===== src/hw/rtl/rss_pkg.sv =====
package rss_pkg;

    // Sample limit per set and the widths that follow from it.
    localparam int unsigned MAX_ITEMS = 65536;
    localparam int unsigned CNT_W     = 17;
    localparam int unsigned POS_W     = 16;
    localparam int unsigned SMP_W     = 32;
    localparam int unsigned SUM_W     = 64;
    localparam int unsigned MEAN_W    = 48;
    localparam int unsigned FRAC_W    = 16;

    // The scaled quotient never reaches 2**48, so 48 restoring steps suffice.
    localparam int unsigned DIV_STEPS = 48;
    localparam int unsigned STEP_W    = $clog2(DIV_STEPS);

    typedef enum logic [2:0] {
        ST_IDLE,
        ST_PREP,
        ST_DIV,
        ST_MEAN,
        ST_DEV,
        ST_PEAK,
        ST_DONE
    } state_t;

endpackage


===== src/hw/rtl/running_sample_statistics.sv =====
// Running statistics over a set of signed 32-bit samples. Each accepted word
// gives one result word with the count, the minimum and maximum with the index
// where each was first reached, the mode (value of the longest run of equal
// consecutive samples), the mean in signed fixed point with 16 fraction bits
// truncated toward zero, and the peak absolute distance of a sample from the
// integer mean. After a word is accepted the block is not ready again until
// its result is loaded: the trackers are captured and updated on acceptance,
// the sum magnitude is formed and loaded into a single restoring
// subtract-and-compare divider that runs 48 iterations to produce the scaled
// mean, the mean is signed and the deviation peak updated, and the output register is loaded once it is free. A word
// marked last ends the set and clears the state once its result is loaded.
// After 65536 samples further samples are ignored and flagged by overflow.
module running_sample_statistics (
    input  logic                               aclk,
    input  logic                               aresetn,
    input  logic                               s_valid,
    output logic                               s_ready,
    input  logic signed [rss_pkg::SMP_W-1:0]   s_sample,
    input  logic                               s_last_item,
    output logic                               m_valid,
    input  logic                               m_ready,
    output logic        [rss_pkg::CNT_W-1:0]   m_item_count,
    output logic signed [rss_pkg::SMP_W-1:0]   m_min_value,
    output logic        [rss_pkg::POS_W-1:0]   m_min_index,
    output logic signed [rss_pkg::SMP_W-1:0]   m_max_value,
    output logic        [rss_pkg::POS_W-1:0]   m_max_index,
    output logic signed [rss_pkg::SMP_W-1:0]   m_mode_value,
    output logic signed [rss_pkg::MEAN_W-1:0]  m_mean_fixed,
    output logic        [rss_pkg::SMP_W-1:0]   m_max_deviation,
    output logic                               m_overflow
);

    localparam int unsigned SW = rss_pkg::SMP_W;
    localparam int unsigned CW = rss_pkg::CNT_W;
    localparam int unsigned PW = rss_pkg::POS_W;
    localparam int unsigned MW = rss_pkg::MEAN_W;
    localparam int unsigned FW = rss_pkg::FRAC_W;
    localparam int unsigned UW = rss_pkg::SUM_W;
    localparam int unsigned TW = rss_pkg::STEP_W;

    rss_pkg::state_t state_reg, state_next;

    // Control strobes from the output decode.
    logic accept;
    logic out_load;

    // Captured word.
    logic [SW-1:0] sample_reg;
    logic          last_reg;
    logic          ovf_reg;

    // Set statistics.
    logic [UW-1:0] sum_reg;
    logic [CW-1:0] count_reg;
    logic [SW-1:0] min_reg;
    logic [PW-1:0] min_pos_reg;
    logic [SW-1:0] max_reg;
    logic [PW-1:0] max_pos_reg;
    logic [SW-1:0] mode_reg;
    logic [SW-1:0] tie_reg;
    logic [SW-1:0] prev_reg;
    logic [CW-1:0] cur_run_reg;
    logic [CW-1:0] best_run_reg;
    logic [SW-1:0] peak_reg;

    // Divider and mean datapath.
    logic          neg_reg;
    logic [MW-1:0] quo_reg;
    logic [CW-1:0] rem_reg;
    logic [TW-1:0] step_reg;
    logic [MW-1:0] mean_reg;
    logic [SW:0]   imean_reg;
    logic [SW+1:0] diff_reg;

    // Output register.
    logic          m_valid_reg;
    logic [CW-1:0] o_count_reg;
    logic [SW-1:0] o_min_reg;
    logic [PW-1:0] o_min_pos_reg;
    logic [SW-1:0] o_max_reg;
    logic [PW-1:0] o_max_pos_reg;
    logic [SW-1:0] o_mode_reg;
    logic [MW-1:0] o_mean_reg;
    logic [SW-1:0] o_peak_reg;
    logic          o_ovf_reg;

    // Combinational helpers.
    logic          full;
    logic          s_gt_max;
    logic          s_lt_min;
    logic [CW-1:0] run_next;
    logic          take_mode;
    logic [UW-1:0] sum_mag;
    logic [CW:0]   trial;
    logic          fits;
    logic [SW:0]   imean_mag;
    logic [SW+1:0] diff_abs;
    logic          step_last;

    assign full      = (count_reg >= CW'(rss_pkg::MAX_ITEMS));
    assign s_gt_max  = ($signed(s_sample) > $signed(max_reg));
    assign s_lt_min  = ($signed(s_sample) < $signed(min_reg));
    assign run_next  = (s_sample == prev_reg) ? cur_run_reg + CW'(1) : CW'(1);
    assign take_mode = (run_next > best_run_reg)
                    || ((run_next == best_run_reg) && ($signed(s_sample) > $signed(tie_reg)));
    assign sum_mag   = sum_reg[UW-1] ? (~sum_reg + UW'(1)) : sum_reg;
    assign trial     = {rem_reg, quo_reg[MW-1]};
    assign fits      = (trial >= {1'b0, count_reg});
    assign imean_mag = {1'b0, quo_reg[MW-1:FW]};
    assign diff_abs  = diff_reg[SW+1] ? (~diff_reg + (SW+2)'(1)) : diff_reg;
    assign step_last = (step_reg == TW'(0));

    // Next state.
    always_comb begin
        state_next = state_reg;
        case (state_reg)
            rss_pkg::ST_IDLE: begin
                if (s_valid) begin
                    state_next = rss_pkg::ST_PREP;
                end
            end
            rss_pkg::ST_PREP: state_next = rss_pkg::ST_DIV;
            rss_pkg::ST_DIV: begin
                if (step_last) begin
                    state_next = rss_pkg::ST_MEAN;
                end
            end
            rss_pkg::ST_MEAN: state_next = rss_pkg::ST_DEV;
            rss_pkg::ST_DEV:  state_next = rss_pkg::ST_PEAK;
            rss_pkg::ST_PEAK: state_next = rss_pkg::ST_DONE;
            rss_pkg::ST_DONE: begin
                if (!m_valid_reg || m_ready) begin
                    state_next = rss_pkg::ST_IDLE;
                end
            end
            default: state_next = rss_pkg::ST_IDLE;
        endcase
    end

    // Outputs of the sequencer.
    always_comb begin
        s_ready  = 1'b0;
        out_load = 1'b0;
        case (state_reg)
            rss_pkg::ST_IDLE: s_ready  = 1'b1;
            rss_pkg::ST_DONE: out_load = !m_valid_reg || m_ready;
            default: begin
                s_ready  = 1'b0;
                out_load = 1'b0;
            end
        endcase
    end

    assign accept = s_valid && s_ready;

    always_ff @(posedge aclk) begin
        if (!aresetn) begin
            state_reg <= rss_pkg::ST_IDLE;
        end else begin
            state_reg <= state_next;
        end
    end

    // Statistics update on acceptance, clear after a last word is delivered.
    always_ff @(posedge aclk) begin
        if (!aresetn || (out_load && last_reg)) begin
            sum_reg      <= '0;
            count_reg    <= '0;
            min_reg      <= '0;
            min_pos_reg  <= '0;
            max_reg      <= '0;
            max_pos_reg  <= '0;
            mode_reg     <= '0;
            tie_reg      <= '0;
            prev_reg     <= '0;
            cur_run_reg  <= '0;
            best_run_reg <= '0;
            peak_reg     <= '0;
        end else if (accept && !full) begin
            if (count_reg == '0) begin
                sum_reg      <= {{(UW-SW){s_sample[SW-1]}}, s_sample};
                count_reg    <= CW'(1);
                min_reg      <= s_sample;
                min_pos_reg  <= '0;
                max_reg      <= s_sample;
                max_pos_reg  <= '0;
                mode_reg     <= s_sample;
                tie_reg      <= s_sample;
                prev_reg     <= s_sample;
                cur_run_reg  <= CW'(1);
                best_run_reg <= CW'(1);
                peak_reg     <= '0;
            end else begin
                if (s_gt_max) begin
                    max_reg     <= s_sample;
                    max_pos_reg <= count_reg[PW-1:0];
                end else if (s_lt_min) begin
                    min_reg     <= s_sample;
                    min_pos_reg <= count_reg[PW-1:0];
                end
                sum_reg     <= sum_reg + {{(UW-SW){s_sample[SW-1]}}, s_sample};
                count_reg   <= count_reg + CW'(1);
                cur_run_reg <= run_next;
                prev_reg    <= s_sample;
                if (take_mode) begin
                    best_run_reg <= run_next;
                    mode_reg     <= s_sample;
                    tie_reg      <= s_sample;
                end
            end
        end else if (state_reg == rss_pkg::ST_PEAK && !ovf_reg
                     && (diff_abs[SW-1:0] > peak_reg)) begin
            // The distance always fits in 32 bits since the integer mean lies within the sample range.
            peak_reg <= diff_abs[SW-1:0];
        end
    end

    // Word capture and the shared divider datapath.
    always_ff @(posedge aclk) begin
        if (accept) begin
            sample_reg <= s_sample;
            last_reg   <= s_last_item;
            ovf_reg    <= full;
        end
        case (state_reg)
            rss_pkg::ST_PREP: begin
                // Dividend is |sum| * 2**16; its top 16 bits are already below the count.
                neg_reg  <= sum_reg[UW-1];
                rem_reg  <= {1'b0, sum_mag[MW-1:SW]};
                quo_reg  <= {sum_mag[SW-1:0], {FW{1'b0}}};
                step_reg <= TW'(rss_pkg::DIV_STEPS - 1);
            end
            rss_pkg::ST_DIV: begin
                if (fits) begin
                    rem_reg <= CW'(trial - {1'b0, count_reg});
                end else begin
                    rem_reg <= trial[CW-1:0];
                end
                quo_reg  <= {quo_reg[MW-2:0], fits};
                step_reg <= step_reg - TW'(1);
            end
            rss_pkg::ST_MEAN: begin
                mean_reg  <= neg_reg ? (~quo_reg + MW'(1)) : quo_reg;
                imean_reg <= neg_reg ? (~imean_mag + (SW+1)'(1)) : imean_mag;
            end
            rss_pkg::ST_DEV: begin
                diff_reg <= {{2{sample_reg[SW-1]}}, sample_reg} - {imean_reg[SW], imean_reg};
            end
            default: begin
            end
        endcase
    end

    // Output register.
    always_ff @(posedge aclk) begin
        if (!aresetn) begin
            m_valid_reg <= 1'b0;
        end else if (out_load) begin
            m_valid_reg <= 1'b1;
        end else if (m_ready) begin
            m_valid_reg <= 1'b0;
        end
    end

    always_ff @(posedge aclk) begin
        if (out_load) begin
            o_count_reg   <= count_reg;
            o_min_reg     <= min_reg;
            o_min_pos_reg <= min_pos_reg;
            o_max_reg     <= max_reg;
            o_max_pos_reg <= max_pos_reg;
            o_mode_reg    <= mode_reg;
            o_mean_reg    <= mean_reg;
            o_peak_reg    <= peak_reg;
            o_ovf_reg     <= ovf_reg;
        end
    end

    assign m_valid         = m_valid_reg;
    assign m_item_count    = o_count_reg;
    assign m_min_value     = $signed(o_min_reg);
    assign m_min_index     = o_min_pos_reg;
    assign m_max_value     = $signed(o_max_reg);
    assign m_max_index     = o_max_pos_reg;
    assign m_mode_value    = $signed(o_mode_reg);
    assign m_mean_fixed    = $signed(o_mean_reg);
    assign m_max_deviation = o_peak_reg;
    assign m_overflow      = o_ovf_reg;

    // The divider remainder stays below the divisor on every iteration.
    a_rem_bound: assert property (@(posedge aclk) disable iff (!aresetn)
        (state_reg == rss_pkg::ST_DIV) |-> (rem_reg < count_reg))
        else $error("divider remainder not below the count");

    // The count never passes the set limit.
    a_count_limit: assert property (@(posedge aclk) disable iff (!aresetn)
        count_reg <= CW'(rss_pkg::MAX_ITEMS))
        else $error("sample count above limit");

    // A result is loaded only from the final sequencer state.
    a_load_from_done: assert property (@(posedge aclk) disable iff (!aresetn)
        $rose(m_valid_reg) |-> ($past(state_reg) == rss_pkg::ST_DONE))
        else $error("result loaded outside the done state");

    // An ignored sample is reported only when the set is full.
    a_ovf_full: assert property (@(posedge aclk) disable iff (!aresetn)
        (m_valid_reg && o_ovf_reg) |-> (o_count_reg == CW'(rss_pkg::MAX_ITEMS)))
        else $error("overflow flagged below the limit");

    // An accepted word always leaves the divider loaded with a full step count.
    a_prep_steps: assert property (@(posedge aclk) disable iff (!aresetn)
        (state_reg == rss_pkg::ST_PREP)
            |=> (state_reg == rss_pkg::ST_DIV
                 && step_reg == TW'(rss_pkg::DIV_STEPS - 1)))
        else $error("divider not started correctly");

endmodule

===== config.mk =====
export PLATFORM = sky130hd
export DESIGN_NAME = running_sample_statistics
export DESIGN_NICKNAME = d
export VERILOG_FILES = /design/src/hw/rtl/rss_pkg.sv /design/src/hw/rtl/running_sample_statistics.sv
export SDC_FILE = /design/constraint.sdc
export NUM_CORES = 2
export LEC_CHECK = 0
export ABC_AREA = 1
export BUFFER_PORTS_ARGS = -buffer_cell sky130_fd_sc_hd__buf_4
export CORE_UTILIZATION = 55
export CTS_BUF_LIST = sky130_fd_sc_hd__clkbuf_4 sky130_fd_sc_hd__clkbuf_8
export DETAILED_ROUTE_END_ITERATION = 10
export PLACE_DENSITY_LB_ADDON = 0.12
export SLEW_MARGIN = 20
export SYNTH_ARGS = -nofsm -noshare
export SYNTH_HDL_FRONTEND = slang
export SYNTH_SLANG_ARGS = --single-unit

===== constraint.sdc =====
create_clock -name aclk -period 33.7 [get_ports aclk]
set_input_delay 1.685 -clock aclk [delete_from_list [all_inputs] [get_ports aclk]]
set_output_delay 1.685 -clock aclk [all_outputs]
set_load 0.01 [all_outputs]

# --- Word-level counts from Yosys, hierarchy flattened ---
# Index checks and enable logic that the tools add are counted.
totals:
  word_cells: 131
  latch_bits: 0
  mem_bits_rw: 0
  inputBits: 37
  mem_count: 0
  mem_bits_ro: 0
  regBits: 758
classes:
  eq_ne: 13
  n_div: 0
  order_cmp: 7
  reduce_logical: 27
  bitwise_logic: 4
  n_mux: 37
  shifts: 0
  n_mul: 0
  add_sub_neg: 10
ops:
  columns: ["operator", "count"]
  rows:
  - ["$mux W32", 12]
  - ["$mux W17", 6]
  - ["$add A48 B1 Y48 const B", 2]
  - ["$gt A32 B32 Y1", 3]
  - ["$mux W48", 2]
  - ["$not A48 Y48", 2]
  - ["$pmux W48 S2", 1]
  - ["$mux W16", 5]
  - ["$add A64 B64 Y64", 1]
  - ["$mux W64", 1]
  - ["$add A17 B1 Y17 const B", 2]
  - ["$pmux W17 S2", 1]
  - ["$sub A32 B33 Y34", 1]
  - ["$add A33 B1 Y33 const B", 1]
  - ["$not A32 Y33", 1]
  - ["$add A32 B1 Y32 const B", 1]
  - ["$eq A32 B32 Y1", 1]
  - ["$lt A32 B32 Y1", 1]
  - ["$not A32 Y32", 1]
  - ["$pmux W3 S7", 1]
  - ["$ge A18 B17 Y1", 1]
  - ["$eq A17 B17 Y1", 1]
  - ["$ge A17 B17 Y1 const B", 1]
  - ["$gt A17 B17 Y1", 1]
  - ["other kinds (19)", 48]

# --- Depth between registers and ports, before layout ---
depth:
  depth_word: 7
  mapped_depth: 26
  mapped_depth_nobuf: 24

# --- Worst setup path after synthesis ---
# Ideal clock, no wire load.
synth_timing:
  kind: "input to register"
  from: "in m_ready"
  to: "reg tie_reg[21]"
  t_required_ps: 33572
  setup_time_ps: 128
  cell_stages: 8
  path_buffers: 3
  t_arrival_ps: 12198
  setup_slack_ps: 21374
  cell_sequence: "nor2_1 -> nor2_1 -> nand2_1 -> nand2_1 -> buf_2 -> buf_2 -> clkbuf_1 -> nor2_1"
synth_between:
  elab_chain_cells: 4
synth_rtl:
  columns: ["item", "line_no", "text"]
  rows:
  - ["from (decl)", "running_sample_statistics.sv:21", "input logic m_ready,"]
  - ["$logic_or A1 B1 Y1", "running_sample_statistics.sv:146", "rss_pkg::ST_DONE: out_load = !m_valid_reg || m_ready;"]
  - ["$mux W1", "running_sample_statistics.sv:144", "case (state_reg)"]
  - ["net out_load", "running_sample_statistics.sv:45", "logic out_load;"]
  - ["$logic_and A1 B1 Y1", "running_sample_statistics.sv:166", "if (!aresetn || (out_load && last_reg)) begin"]
  - ["$logic_or A1 B1 Y1", "running_sample_statistics.sv:166", null]
  - ["to (signal assigned)", "running_sample_statistics.sv:188", "tie_reg <= s_sample;"]
  - ["to (signal assigned)", "running_sample_statistics.sv:208", "tie_reg <= s_sample;"]
  - ["to (decl)", "running_sample_statistics.sv:60", "logic [SW-1:0] tie_reg;"]
# The timed path passes the listed nets, and every way through them passes these cells.
# A chain may end at the register's enable or synchronous reset.

# --- Final worst setup path ---
layout_timing:
  from: "in s_sample[10] (netlist name)"
  to: "reg tie_reg[6]"
layout_between:
  elab_chain_cells: 7
layout_rtl:
  columns: ["item", "line_no", "text"]
  rows:
  - ["from (decl)", "running_sample_statistics.sv:18", "input logic signed [rss_pkg::SMP_W-1:0] s_sample,"]
  - ["branches (longest 4 deep; another with $gt A17 B17 Y1)", null, null]
  - ["$logic_or A1 B1 Y1 (*)", "running_sample_statistics.sv:105", "|| ((run_next == best_run_reg) && ($signed(s_sample) > $signed(tie_reg)));"]
  - ["$reduce_bool A2 Y1 (no source line) (*)", null, null]
  - ["$reduce_and A2 Y1 (no source line) (*)", null, null]
# Mark *: on every way between the ends.

==> results.txt <==
----------------------------------------------------
[Logic synthesis]
  Most frequent cells after synthesis ... nand2_1, inv_1, nor2_1
  Mux contribution to synthesized area ... 0.0268%
  Number of flops mapped to enable cells by yosys ... 446
  Unique masters post-synth ... 57
  Synth area leaders ... edfxtp_1, dfxtp_1, nand2_1
  Fraction of the mapped netlist area in compound gates ... 12.1%
  Area share of fa/ha/maj cells after synthesis ... 8.08%
  Netlist area before placement ... 41900 um^2
  Mean instance size in the synthesized netlist ... 8.26 um^2
  Main combinational cell family by area after synthesis ... simple AND/OR/NAND/NOR gates
  Cell count after synthesis ... 5077
  Post-Synth Simple-Gate Area ... 21.5%
  Syn. warnings ... 0
  Top-count cell post-synth ... nand2_1
  Number of nets produced by synthesis ... 5383
  Primary FF master, synth ... edfxtp_1
  Post-synth top area share ... 31.9%
  Xor-xnor portion of the synthesized cell area ... 4.01%
  Library cell with the largest summed area after synthesis ... edfxtp_1
  Fraction of registers with async set/reset ... 0%
  Sequential element share of the synthesized area ... 46.8%
  Synth Register Bits ... 757

[Route]
  Routed via count ... 36302
  Number of detailed-routing iterations run before antenna repair ... 5
  Average wire per cell in the routed design ... 20.4 um
  Residual antenna-violating net count after detailed routing ... 0
  Total detailed-routing wirelength ... 131000 um
  Drc violations ... 0
  Iter 0 DRT Violations ... 3318
  Post-DR vias/cell ... 5.65

[Power]
  Switching component of the power ... 1.04 mW
  Pint ... 1.85 mW
  IR Drop Worst-Case VDD ... 0.0000470 V
  Share of total power in the clock network ... 30.1%
  Combinational fraction of design power ... 28.0%
  Total power ... 2.89 mW
  Static power due to leakage ... 20.1 nW
  Switching share of total power ... 36.0%
  Total power per unit cell area ... 60.8 nW/um^2
  Share of total power in sequential cells ... 41.9%

[Critical path]
  Critical Path AT ... 6.04 ns
  Worst reg-to-reg setup slack ... 28.64 ns
  Launch point of the worst reg-to-reg path ... cur_run_reg[0]
  R2R depth ... 20
  Cell repeated most along the worst path ... nand2_1
  Crit-path slowest cell ... nand2_1
  Crit Path Class ... input pin to register
  Max Fanout on Critical Path ... 37
  Sort of element at the end of the critical path ... register
  Worst stage delay on the critical path ... 0.59 ns
  Setup crit start ... s_sample[10]
  Startpoint type of the worst setup path ... input pin
  Critical R2R Capture ... tie_reg[6]
  Endpoint required time on the critical path ... 34.33 ns
  Destination of the critical timing path ... tie_reg[6]

[Place]
  Number of I/O port buffers ... 264
  Routability Congestion ... 1.00
  Number of cells after detailed placement ... 6190
  Detailed-placement wirelength estimate ... 99400 um

[Run]
  Max-cap violations ... 0

[Cells and area]
  Max reg flops ... 64
  Final #Nets ... 5660
  Layout cells sized above 1 ... 11.3%
  Count of fill cells added during filler insertion ... 6557
  Number of standard cells in the final layout excluding fillers ... 6430
  Area growth from synthesis to layout ... 13.2%

[Timing]
  Hold Vio Cnt, Final ... 0
  Timing-limited maximum frequency ... 185 MHz
  Max-slew violation count ... 0
  Worst-case clock skew ... 0.0470 ns
  Clock period minus worst slack ... 5.41 ns
  Final setup viols ... 0
  Sum Neg Setup Slack ... 0 ns
  Fin crit share ... 16.1%
  Unrepaired setup endpoints after global routing ... false
  Worst-margin pin slew ... 1.03 ns
  Max-slew headroom ... 31.0%

[Global routing]
  Total track usage ... 33.8%
  Initial antenna violation count ... 6
  Number of global-route vias before repair ... 34116
  Pin count of the biggest net entering global routing ... 83
  Wire length of the first global-routing pass ... 200000 um
  Total grt overflow ... 0

[Clock network]
  CTS Hold Bufs ... 0
  Clock tree from TritonCTS ... done
  Clock latency at the later pin of the worst-skew pair ... 0.82 ns
  Number of sinks on the clock net ... 757
  Post-CTS Setup Inserts ... 0
  Count of instances resized after the clock tree is built ... 0
  CTS clk-pin slew, worst paths ... 0.06 ns
  Number of H-tree levels ... 4
  Clock root buffer master ... clkbuf_8
  TritonCTS buffer count ... 131
  Worst-case clock buffer depth ... 3

[Floorplanning]
  Area enclosed by the die boundary ... 77400 um^2
  DIE WIDTH ... 278 um
  Number of top-level pins ... 265
  Vert. Die Dim ... 278 um
  Standard-cell rows ... 100
  Starting density of the core ... 56.0%
  Area of the core ... 74900 um^2

[Outcome]
  Outcome ... finished, final reports clean

[Worst hold path]
  Type of the most critical hold path ... register to register
  Origin of the worst min-delay path ... mean_reg[2]

----------------------------------------------------
per-stage QoR:
step	cell area (um^2)	utilization, %	hold slack, ns	worst slack [ns]
5_1_grt	47500	63.4	0.418	27.85
4_1_cts	47500	63.4	0.415	28.32
2_1_floorplan	41900	-	0.400	21.37
3_3_place_gp	44800	59.7	0.403	27.53
6_report	47500	63.4	0.414	28.29
3_5_place_dp	44800	59.7	0.405	27.49
critical path, delay by kind of cell:
| family | cells | cell delay (ns) |
|---|---|---|
| buf+inv | 5 | 1.12 |
| compound gates | 4 | 0.63 |
| fa+ha+maj | 1 | 0.23 |
| simple gates | 15 | 2.29 |
final cells by class:
cell class,count,area (um^2),share of cell area (%)
flip-flops and latches,757,19600,41.3
multi-input cells,3506,19200,40.5
inverters,665,2500,5.27
clock buffers,201,2450,5.15
repair buffers,293,2200,4.63
well taps,969,1210,2.55
clock inverters,37,299,0.630
diodes,2,5.00,0.0105
layout by cell type (no fill, tap or decap), types with 16 or more instances in the layout:
cell type    n
nand2_1    987
clkbuf_8   150
nor2_1     574
nor3_1      77
nor2_2      28
o211ai_1    17
inv_1      646
a31oi_1     20
nor4_1      30
or2_2       16
xnor2_1     44
o21a_1      25
o21bai_1    19
o21ai_0    304
clkbuf_4    51
nand3_1    271
a21oi_1    435
dfxtp_1    311
a22oi_1     22
xor2_1     148
o21ai_1     25
edfxtp_1   446
nand3b_1    22
ha_1       266
nand4_1     72
buf_4      293
power groups by stage:
stage,Sequential [mW],Combinational [mW],Clock [mW]
6_report,1.21,0.807,0.870
5_1_grt,1.22,0.908,0.924
4_1_cts,1.20,0.798,0.883
3_5_place_dp,1.22,0.794,0
3_3_place_gp,1.22,0.786,0
2_1_floorplan,1.18,0.588,0
metal layers:
| layer | vias to the layer above | wire (um) | GRT usage [%] | share of wire (%) |
|---|---|---|---|---|
| met2 | 1415 | 59800 | 53.3 | 46 |
| li1 | 17578 | - | - | - |
| met3 | 273 | 9520 | 4.96 | 7.2 |
| met4 | 4 | 4690 | 13.6 | 3.6 |
| met1 | 17032 | 57400 | 46.6 | 44 |
| met5 | - | 25 | 0 | 0.019 |
cell families (layout without fill, tap and decap cells):
group | count (synthesis) | in the layout
AND/OR/NAND/NOR | 2115 | 2115
multiplexers | 1 | 1
buffers and inverters | 814 | 1196
other | 0 | 2
adder cells (fa/ha/maj) | 269 | 269
XOR/XNOR | 192 | 192
flip-flops | 757 | 757
AO/OA/AOI/OAI | 929 | 929
how the worst min path moves through the flow:
stage / endpoint / cells after the start
2_1_floorplan: m_mean_fixed[0] / 0
3_3_place_gp: m_mean_fixed[38] / 0
3_5_place_dp: m_mean_fixed[21] / 0
4_1_cts: m_mean_fixed[38] / 0
5_1_grt: m_mean_fixed[38] / 0
6_report: m_mean_fixed[2] / 0
Power figures use the tool's default switching activity.
